[src/rtl/bpfa_pkg.sv]
// Shared types and constants of the bitmap page frame allocator.
package bpfa_pkg;

    typedef enum logic [1:0] {
        OP_ALLOC_ONE = 2'd0,
        OP_ALLOC_RUN = 2'd1,
        OP_FREE_RUN  = 2'd2,
        OP_LOCK_RUN  = 2'd3
    } op_t;

    typedef enum logic [1:0] {
        ST_OK         = 2'd0,
        ST_NO_SPACE   = 2'd1,
        ST_RANGE      = 2'd2,
        ST_ZERO_COUNT = 2'd3
    } status_t;

    typedef enum logic [3:0] {
        S_CLEAR,
        S_IDLE,
        S_CHECK,
        S_SCAN_RD,
        S_SCAN_EVAL,
        S_BIT,
        S_FILL_RD,
        S_FILL_WR,
        S_DONE
    } state_t;

    localparam int FRAME_SHIFT = 12;
    localparam int OFFSET_LSB  = 47;
    localparam logic [63:0] HIGH_HALF_OFFSET = 64'hffff_8000_0000_0000;

    typedef struct packed {
        logic clear;
        logic load;
        logic check;
        logic scan_read;
        logic scan_eval;
        logic bit_step;
        logic fill_read;
        logic fill_write;
        logic finish;
    } dp_cmd_t;

    typedef struct packed {
        logic clear_done;
        op_t  op;
        logic count_zero;
        logic count_big;
        logic range_bad;
        logic hit;
        logic miss;
        logic go_bits;
        logic go_word;
        logic fill_last;
        logic out_free;
    } dp_stat_t;

endpackage

[src/rtl/bpfa_ctrl.sv]
// Controller state machine of the bitmap page frame allocator.
module bpfa_ctrl import bpfa_pkg::*; (
    input  logic     aclk,
    input  logic     aresetn,
    input  logic     s_valid,
    output logic     s_ready,
    input  dp_stat_t stat,
    output dp_cmd_t  cmd
);

    state_t state_reg;
    state_t state_next;

    always_ff @(posedge aclk) begin
        if (!aresetn) begin
            state_reg <= S_CLEAR;
        end else begin
            state_reg <= state_next;
        end
    end

    always_comb begin
        state_next = state_reg;
        cmd        = '0;
        s_ready    = 1'b0;
        unique case (state_reg)
            S_CLEAR: begin
                cmd.clear = 1'b1;
                if (stat.clear_done) begin
                    state_next = S_IDLE;
                end
            end
            S_IDLE: begin
                s_ready = 1'b1;
                if (s_valid) begin
                    cmd.load   = 1'b1;
                    state_next = S_CHECK;
                end
            end
            S_CHECK: begin
                cmd.check = 1'b1;
                unique case (stat.op)
                    OP_ALLOC_ONE: begin
                        state_next = S_SCAN_RD;
                    end
                    OP_ALLOC_RUN: begin
                        state_next = (stat.count_zero || stat.count_big) ? S_DONE : S_SCAN_RD;
                    end
                    OP_FREE_RUN, OP_LOCK_RUN: begin
                        state_next = (stat.count_zero || stat.range_bad) ? S_DONE : S_FILL_RD;
                    end
                endcase
            end
            S_SCAN_RD: begin
                cmd.scan_read = 1'b1;
                state_next    = S_SCAN_EVAL;
            end
            S_SCAN_EVAL: begin
                cmd.scan_eval = 1'b1;
                priority if (stat.hit) begin
                    state_next = S_FILL_RD;
                end else if (stat.miss) begin
                    state_next = S_DONE;
                end else if (stat.go_bits) begin
                    state_next = S_BIT;
                end
            end
            S_BIT: begin
                cmd.bit_step = 1'b1;
                priority if (stat.hit) begin
                    state_next = S_FILL_RD;
                end else if (stat.miss) begin
                    state_next = S_DONE;
                end else if (stat.go_word) begin
                    state_next = S_SCAN_RD;
                end
            end
            S_FILL_RD: begin
                cmd.fill_read = 1'b1;
                state_next    = S_FILL_WR;
            end
            S_FILL_WR: begin
                cmd.fill_write = 1'b1;
                state_next     = stat.fill_last ? S_DONE : S_FILL_RD;
            end
            S_DONE: begin
                if (stat.out_free) begin
                    cmd.finish = 1'b1;
                    state_next = S_IDLE;
                end
            end
            default: begin
                state_next = S_IDLE;
            end
        endcase
    end

endmodule

[config.mk]
export PLATFORM = sky130hd
export DESIGN_NAME = bpfa_ctrl
export DESIGN_NICKNAME = d
export VERILOG_FILES = /design/src/rtl/bpfa_pkg.sv /design/src/rtl/bpfa_ctrl.sv
export SDC_FILE = /design/constraint.sdc
export NUM_CORES = 1
export LEC_CHECK = 0
export BUFFER_PORTS_ARGS = -buffer_cell sky130_fd_sc_hd__buf_2
export CAP_MARGIN = 10
export CORE_AREA = 5 5 42 44
export CTS_BUF_LIST = sky130_fd_sc_hd__clkbuf_4 sky130_fd_sc_hd__clkbuf_8
export DETAILED_ROUTE_END_ITERATION = 7
export DIE_AREA = 0 0 47 49
export PLACE_DENSITY = 0.75
export SLEW_MARGIN = 20
export SYNTH_ARGS = -nofsm -noshare
export SYNTH_HDL_FRONTEND = slang
export SYNTH_SLANG_ARGS = --single-unit
[constraint.sdc]
create_clock -name aclk -period 3.09 [get_ports aclk]
set_input_delay 0.618 -clock aclk [delete_from_list [all_inputs] [get_ports aclk]]
set_output_delay 0.618 -clock aclk [all_outputs]
set_load 0.02 [all_outputs]
==> results of run 1 <==
## final timing paths
| path | from | to | slack, ns | cells past startpoint |
|---|---|---|---|---|
| max reg2reg | state_reg[0] | state_reg[1] | 1.48 | 4 |
| max | state_reg[0] | cmd[7] | 0.81 | 4 |
| min | aresetn | state_reg[3] | 0.67 | 2 |
| min reg2reg | state_reg[3] | state_reg[1] | 0.74 | 3 |
## through the flow
step	power, mW	util [%]	worst slack [ns]	instance area [um^2]	std cells
6_report	0.181	44.0	0.807	617	107
5_1_grt	0.191	44.0	0.727	617	107
4_1_cts	0.184	44.0	0.829	617	107
3_5_place_dp	0.117	42.4	1.08	594	104
3_3_place_gp	0.116	42.4	1.10	594	104
2_1_floorplan	0.0985	-	0.967	480	68
## placed cells by master (no fill, tap or decap), types with 2 or more instances in the layout
master    instances
dfxtp_1           4
inv_1             3
a31oi_1           2
nand2b_1          2
nor2b_1           2
nand3_1           3
clkbuf_4          3
o21a_1            3
a211oi_1          3
mux2i_1           2
o21ai_0           2
nor2_1           12
nor3_1            4
nand2_1           3
a21oi_1           2
buf_2            24
## layout make-up
| cell class | count | area, um^2 |
|---|---|---|
| timing repair buffer | 24 | 120 |
| multi-input combinational | 57 | 363 |
| inverter | 3 | 11.3 |
| tap | 16 | 20.0 |
| clock buffer | 3 | 22.5 |
| fill | 158 | 785 |
| sequential | 4 | 80.1 |
## routing by layer
metal  wire [um]  global-route usage (%)
met5           0                       0
met1         574                    14.9
met3         115                    1.85
met2         631                    17.9
met4          23                    5.53
## kinds of logic after synthesis
kind of cell / after synthesis / share of synthesized area [%]
AOI/OAI and AO/OA: 20 / 31.0
buffers and inverters: 7 / 7.81
DFF: 4 / 16.7
muxes: 2 / 4.17
and+or+nand+nor: 35 / 40.4
## worst register-to-register path: stages (launching register included)
cell and delay (ns):
dfxtp_1 0.67, nor2_1 0.21, a211oi_1 0.34, o21ai_0 0.15
a31oi_1 0.16
## where the power goes
part           internal (mW)  switching, mW  leakage, nW
Combinational         0.0244         0.0312        0.228
Clock                 0.0433         0.0200       0.0138
Sequential            0.0539        0.00809       0.0325
==> key figures, run 1 <==
Global routing
  • Overflow left after global routing: 0
  • First-pass GRT wire length: 2010 um
  • Total routing resource utilization after global routing: 11.5%
  • Initial antenna violation count: 0
  • Vias in the first global route: 513
  • Pin count of the biggest net entering global routing: 19

Final layout
  • Area grow syn2layout: 28.4%
  • Final net count: 108
  • Fraction of final layout cells sized beyond drive strength 1: 33.0%
  • Max reg flops: 4
  • Count of antenna diodes in the layout: 0

Drt
  • Routed wire per std cell: 12.6 um
  • Number of vias in the routed layout: 598
  • Post-DRT Antenna Nets: 0
  • Number of DRC violations after detailed-routing iteration 0: 23
  • DRC violation count after routing: 0
  • Final wirelength: 1350 um
  • Pre-antenna DRT Iters: 4
  • Via/cell ratio: 5.59

Timing
  • Minimum period implied by the final worst setup slack: 2.28 ns
  • Final Max Slew Viols: 0
  • Worst hold slack: 0.672 ns
  • Slew @ Worst Pin: 0.573 ns
  • Post-route setup TNS: 0 ns
  • RSZ-0062 raised after global routing: false
  • Worst-case headroom to the max-slew limit: 61.8%
  • # setup viols final: 0
  • Final worst clock skew: 0.00327 ns
  • FMAX: 438 MHz
  • Fin crit share: 73.9%
  • Final Hold Viols: 0

Logic synthesis
  • Number of enable flip-flop cells after synthesis: 0
  • Top area cells in the synthesized netlist: dfxtp_1 (17%), nor2_1 (9.4%), a211oi_1 (4.7%)
  • Cell with the most instances after synthesis: nor2_1
  • Leading area contributor after synthesis: dfxtp_1
  • Top cells by count, synth: nor2_1 (12), dfxtp_1 (4), nor3_1 (4)
  • Synthesized netlist cell count: 68
  • Cell Area, Synth: 480 um^2
  • Synth warnings: 0
  • Ys flop type: dfxtp_1
  • Sequential area share after synthesis: 16.7%
  • Post-synth ARST share: 0%
  • Net Count, Synth: 83
  • Syn avg cell area: 7.07 um^2
  • Distinct cell type count after synthesis: 33
  • Flip-flop and latch count after synthesis: 4
  • Area share of the largest cell type after synthesis: 16.7%

CTS
  • Count of cells resized by post-cts repair: 0
  • Number of H-tree levels: 1
  • Clock latency at the later pin of the worst-skew pair: 0.23 ns
  • Total clock buffers created by CTS: 3
  • Post-CTS repair timing setup buffer count: 0
  • Clk slew on worst S/H paths: 0.04 ns
  • Number of sinks on the clock net: 4
  • Library cell used as clock root buffer: clkbuf_4
  • # hold bufs at CTS: 0
  • Maximum clock insertion buffer count: 2
  • TritonCTS clock tree: built

Power and ir drop
  • Worst voltage drop across the vdd grid: 0.213 mV
  • Cell Pwr Density: 293 mW/mm^2
  • Leakage component of the power: 0.274 nW

Worst setup path
  • Buffers & Inverters on Critical Path: 1
  • CP arrival: 1.66 ns
  • Series of cell instances along the critical path: or2b_1 -> nor3_1 -> and2_1 -> buf_2
  • Data required time at the worst endpoint: 2.47 ns
  • Critical Path End Type: primary output
  • Crit-path max FO: 18
  • Critical Path Max Stage Delay: 0.67 ns
  • Cell class contributing the biggest share of worst-path delay: flip-flops
  • CP Class: reg -> out
  • Slowest cell on the critical path: dfxtp_1
  • Crit start category: flip-flop

Worst hold path
  • Worst min path class: in -> reg

Placement
  • Final weighted congestion in routability-driven placement: 0.783
  • DP Wirelength: 1060 um
  • PortBufs: 24

Die
  • Core box area: 0.00140 mm^2
  • Die Outline Area: 0.00230 mm^2
  • Die height: 49 um
  • Starting utilization of the core area: 34.3%
  • Chip width: 47 um
  • Site row count: 14
  • IO Pins: 25

Status
  • Status: finished clean

Run
  • Max Cap Violations: 0
Power figures use the tool's default switching activity.
==> run 2, diff against run 1 <==
ABC_AREA = 1   (was not set)
PLACE_DENSITY = 0.76   (was 0.75)
clock period = 2.3 ns   (was 3.09 ns; I/O delays follow)
==> run 2 against run 1 <==
Effect of this change: utilization increased by 2.8 points; sequential cell count stayed put; first-iteration DRC count grew 26%; critical endpoint is now cmd[0]; synthesized cell count rose by 35%; sequential power increased by 82%; clock-buffer cell count is the same; die area is the same; via count is 11% higher; global-route usage is 2.0 points higher; highest routed layer unchanged; critical path type unchanged.
==> key figures, run 2 <==
Placement
  • Final weighted congestion in routability-driven placement: 0.880
  • PortBufs: 24
  • Placed Cells incl. Taps: 132
  • Worst slack after detailed placement: 0.756 ns
  • DP Wirelength: 1200 um

Global routing
  • Global Route met1 Usage: 16.0%
  • Pin count of the biggest net entering global routing: 7
  • Initial antenna violation count: 0
  • Total routing resource utilization after global routing: 13.6%
  • Global routing's busiest layer: met2
  • Vias in the first global route: 583
  • First-pass GRT wire length: 2330 um
  • Global Route met2 Usage: 21.5%
  • Global routing met3 resource utilization: 2.58%
  • Overflow left after global routing: 0

Die
  • Starting utilization of the core area: 35.2%
  • Die Outline Area: 0.00230 mm^2
  • Site row count: 14
  • Die height: 49 um
  • Chip width: 47 um
  • IO Pins: 25
  • Core box area: 0.00140 mm^2

Logic synthesis
  • Multiplexer share of the synthesized area: 0%
  • Flip-flop and latch count after synthesis: 4
  • Number of enable flip-flop cells after synthesis: 0
  • Ys flop type: dfxtp_1
  • Cell with the most instances after synthesis: nand2_1
  • Synth Area in Simple Gates: 59.1%
  • Cell Area, Synth: 493 um^2
  • Top area cells in the synthesized netlist: nand2_1 (17%), dfxtp_1 (16%), inv_1 (13%)
  • Dominant combinational cell family by area after synthesis: simple AND/OR/NAND/NOR gates
  • Leading area contributor after synthesis: nand2_1
  • Top cells by count, synth: nand2_1 (22), inv_1 (17), nor2_1 (12), nand3_1 (10)
  • Net Count, Synth: 107
  • Adder-Cell Fraction of Synth Area: 0%
  • Syn avg cell area: 5.36 um^2
  • Synthesized netlist cell count: 92
  • Compound-cell area share of the yosys netlist: 8.63%
  • Synth warnings: 0
  • Distinct cell type count after synthesis: 19
  • Area share of the largest cell type after synthesis: 16.8%
  • Sequential area share after synthesis: 16.2%
  • Post-synth ARST share: 0%
  • Xor/xnor cell area share of the yosys netlist: 0%

Final layout
  • Fraction of final layout cells sized beyond drive strength 1: 35.3%
  • Count of antenna diodes in the layout: 0
  • Final net count: 136
  • Leading cell type in the layout, fill and taps excluded: buf_2
  • Max reg flops: 4
  • Highest-count cells in the layout ignoring fill and taps: buf_2 (24), nand2_1 (22), inv_1 (17)
  • Cell Count, Final, Fillers Out: 135
  • Area grow syn2layout: 33.0%

Drt
  • Routed wire per std cell: 10.5 um
  • Pre-antenna DRT Iters: 4
  • Post-DRT Antenna Nets: 0
  • Number of DRC violations after detailed-routing iteration 0: 29
  • Final wirelength: 1420 um
  • Number of vias in the routed layout: 665
  • DRC violation count after routing: 0
  • Via/cell ratio: 4.93

Power and ir drop
  • Cell internal pwr: 0.260 mW
  • Cell Pwr Density: 827 mW/mm^2
  • NetSw: 0.282 mW
  • Leakage component of the power: 0.404 nW
  • Relative contribution of sequential cells to total power: 20.8%
  • Worst voltage drop across the vdd grid: 0.484 mV
  • Power share of the clock group: 15.6%
  • Combinational group share of total power: 63.6%
  • Fraction of power spent switching nets: 52.0%

CTS
  • Clk slew on worst S/H paths: 0.04 ns
  • # hold bufs at CTS: 0
  • Library cell used as clock root buffer: clkbuf_4
  • Number of H-tree levels: 1
  • Count of cells resized by post-cts repair: 0
  • Post-CTS repair timing setup buffer count: 0
  • Clock latency at the later pin of the worst-skew pair: 0.23 ns
  • Total clock buffers created by CTS: 3
  • Maximum clock insertion buffer count: 2
  • Number of sinks on the clock net: 4
  • TritonCTS clock tree: built

Timing
  • Final Max Slew Viols: 0
  • Final Hold Viols: 0
  • Setup slack after layout: 0.510 ns
  • FMAX: 559 MHz
  • RSZ-0062 raised after global routing: false
  • Final worst clock skew: 0.00321 ns
  • Post-route setup TNS: 0 ns
  • Minimum period implied by the final worst setup slack: 1.79 ns
  • Fin crit share: 77.8%
  • # setup viols final: 0
  • Slew @ Worst Pin: 0.282 ns
  • Worst-case headroom to the max-slew limit: 81.2%

Worst setup path
  • Data required time at the worst endpoint: 1.84 ns
  • Critical Path End Type: primary output
  • CP arrival: 1.33 ns
  • Series of cell instances along the critical path: nor2_2 -> inv_2 -> nor4_1 -> buf_2
  • CP Class: reg -> out
  • Slowest cell on the critical path: dfxtp_1
  • Register-to-register setup slack: 1.01 ns
  • Crit start category: flip-flop
  • Buffers & Inverters on Critical Path: 2
  • Crit-path max FO: 6
  • Critical Path Max Stage Delay: 0.37 ns
  • Cell class contributing the biggest share of worst-path delay: simple AND/OR/NAND/NOR gates

Run
  • Max Cap Violations: 0

Worst hold path
  • Worst min path class: in -> reg

Status
  • Status: finished clean
## run 2: cell count changes in the layout (fill, tap and decap cells not counted), moves of 3 or more
cell | previous run | this run
a211oi_1 | 3 | 0
inv_1 | 3 | 17
inv_2 | 0 | 4
nand2_1 | 3 | 22
nand2_2 | 0 | 3
nand3_1 | 3 | 10
nand4_1 | 0 | 3
nor2_2 | 0 | 4
nor3_1 | 4 | 1
o21a_1 | 3 | 0
## run 2: routing by layer
metal	wire [um]	vias to the layer above
li1	-	347
met1	563	285
met2	676	27
met3	131	6
met4	44	0
met5	0	-
## run 2: final cells by class
type | instances | area (um^2)
inverters | 21 | 78.8
well taps | 16 | 20.0
fillers | 168 | 746
flip-flops and latches | 4 | 80.1
clock buffers | 3 | 22.5
repair buffers | 24 | 120
multi-input cells | 67 | 334
## run 2: worst reg2reg max path, delay by kind of cell (launching register included)
family / cells / cell delay [ns]
simple gates: 7 / 0.73
flops: 1 / 0.46
## run 2: through the flow
step	utilization, %	instance area [um^2]	power, mW	hold WS (ns)
finish	46.8	656	0.542	0.445
global route	46.8	656	0.595	0.464
CTS	46.8	656	0.547	0.441
detailed placement	45.2	633	0.457	0.661
global placement	45.2	633	0.454	0.656
floorplan	-	493	0.362	0.558
## run 2: worst paths after layout
kind,startpoint,end,cells past startpoint
max,state_reg[1],cmd[0],4
max reg2reg,state_reg[1],state_reg[0],7
min,aresetn,state_reg[3],3
min reg2reg,state_reg[3],state_reg[0],4
## run 2: cells by family after synthesis
| logic type | count (synthesis) |
|---|---|
| AO/OA/AOI/OAI | 7 |
| flip-flops | 4 |
| AND/OR/NAND/NOR | 60 |
| buffers and inverters | 21 |
## run 2: power groups by stage
stage	Sequential, mW	Clock [mW]	Combinational [mW]
finish	0.113	0.0845	0.345
global route	0.117	0.0938	0.384
CTS	0.112	0.0901	0.345
detailed placement	0.113	0	0.344
global placement	0.112	0	0.343
floorplan	0.109	0	0.253
==> run 3, diff against run 2 <==
ABC_AREA = 0   (was 1)
PLACE_DENSITY = 0.75   (was 0.76)
clock period = 1.7 ns   (was 2.3 ns; I/O delays follow)
==> run 3 against run 2 <==
Effect of this change: first-iteration DRC count down 41%; cell count fell by 19%; clock power rose by 41%; register-to-register slack got worse by 0.75 ns; critical path depth unchanged; sequential share of layout area rose by 0.48 points; design area grew 0.76%; utilization rose by 0.36 points; hold slack lost 0.055 ns; global-route usage shrank 0.32 points; sequential power down 7%; critical endpoint is now cmd[7].
==> key figures, run 3 (synthesized netlist as in run 1, its figures left out) <==
CTS
  • Number of H-tree levels: 1
  • Number of sinks on the clock net: 4
  • Clk slew on worst S/H paths: 0.04 ns
  • TritonCTS clock tree: built
  • Maximum clock insertion buffer count: 2
  • Total clock buffers created by CTS: 3
  • Post-CTS repair timing setup buffer count: 0
  • Library cell used as clock root buffer: clkbuf_4
  • Clock latency at the later pin of the worst-skew pair: 0.24 ns

Worst setup path
  • Slowest cell on the critical path: dfxtp_2
  • Crit-path max FO: 6
  • CP arrival: 1.29 ns
  • Critical Path Max Stage Delay: 0.38 ns
  • Critical Path End Type: primary output
  • Data required time at the worst endpoint: 1.36 ns
  • Buffers & Inverters on Critical Path: 1
  • Cell class contributing the biggest share of worst-path delay: simple AND/OR/NAND/NOR gates
  • Series of cell instances along the critical path: or2b_1 -> nor3_2 -> and2_1 -> buf_2
  • CP Class: reg -> out
  • Crit start category: flip-flop

Drt
  • DRC violation count after routing: 0
  • Pre-antenna DRT Iters: 4
  • Post-DRT Antenna Nets: 0
  • Number of vias in the routed layout: 613
  • Final wirelength: 1410 um
  • Routed wire per std cell: 12.8 um
  • Number of DRC violations after detailed-routing iteration 0: 17
  • Via/cell ratio: 5.57

Final layout
  • Final net count: 111
  • Final standard cell area without fillers: 661 um^2
  • Count of antenna diodes in the layout: 0
  • Area grow syn2layout: 37.5%
  • Final core occ: 47.1%
  • Cell Count, Final, Fillers Out: 110
  • Filler instances: 146
  • Max reg flops: 4
  • Highest-count cells in the layout ignoring fill and taps: buf_2 (24), nor2_1 (11)
  • Leading cell type in the layout, fill and taps excluded: buf_2
  • Fraction of final layout cells sized beyond drive strength 1: 42.6%

Status
  • Status: finished clean

Timing
  • Setup slack after layout: 0.0723 ns
  • Final Max Slew Viols: 0
  • Worst hold slack: 0.390 ns
  • Final worst clock skew: 0.00453 ns
  • Final Hold Viols: 0
  • Worst-case headroom to the max-slew limit: 72.9%
  • RSZ-0062 raised after global routing: false
  • Slew @ Worst Pin: 0.405 ns
  • Post-route setup TNS: 0 ns
  • FMAX: 614 MHz
  • Fin crit share: 95.7%
  • Minimum period implied by the final worst setup slack: 1.63 ns
  • # setup viols final: 0

Placement
  • DP Wirelength: 1140 um
  • Placed Cells incl. Taps: 107
  • Post-DP Area: 622 um^2
  • Worst slack after detailed placement: 0.196 ns
  • Final weighted congestion in routability-driven placement: 0.891
  • PortBufs: 24

Power and ir drop
  • Leakage component of the power: 0.302 nW
  • Overall power after layout: 0.345 mW
  • Cell Pwr Density: 522 mW/mm^2
  • Worst voltage drop across the vdd grid: 0.236 mV

Die
  • Die Outline Area: 0.00230 mm^2
  • Chip width: 47 um
  • Starting utilization of the core area: 34.3%
  • Die height: 49 um
  • IO Pins: 25
  • Site row count: 14
  • Core box area: 0.00140 mm^2

Worst hold path
  • Worst min path class: in -> reg

Global routing
  • Total routing resource utilization after global routing: 13.3%
  • Pin count of the biggest net entering global routing: 13
  • Initial antenna violation count: 0
  • Vias in the first global route: 544
  • Overflow left after global routing: 0
  • First-pass GRT wire length: 2250 um

Run
  • Max Cap Violations: 0
run 3: power by group:
part / switching (mW) / leakage [nW] / internal [mW]
clock network: 0.0401 / 0.0138 / 0.0790
registers: 0.00623 / 0.0338 / 0.0986
logic: 0.0691 / 0.255 / 0.0520
run 3: final timing paths:
check	cells after the start	slack (ns)	end	start
min reg2reg	2	0.63	state_reg[1]	state_reg[1]
max reg2reg	5	0.26	state_reg[0]	state_reg[0]
max	4	0.07	cmd[7]	state_reg[0]
min	2	0.39	state_reg[3]	aresetn
run 3: what timing repair did:
action                                  4_1_cts  5_1_grt
endpoints found under the setup margin        2        5
resized for setup                             1        5
hold buffers                                  0        0
run 3: layout make-up:
type / instances / area, um^2 / area share [%]
flip-flops and latches: 4 / 83.8 / 12.7
clock buffers: 3 / 22.5 / 3.41
repair buffers: 27 / 143 / 21.6
well taps: 16 / 20.0 / 3.03
multi-input cells: 57 / 380 / 57.6
inverters: 3 / 11.3 / 1.70
run 3: layer usage:
| layer | global-route usage, % | up-vias | routed length (um) |
|---|---|---|---|
| li1 | - | 307 | - |
| met1 | 17.9 | 273 | 583 |
| met2 | 18.1 | 27 | 647 |
| met3 | 2.58 | 6 | 136 |
| met4 | 9.22 | 0 | 42 |
| met5 | 0 | - | 0 |
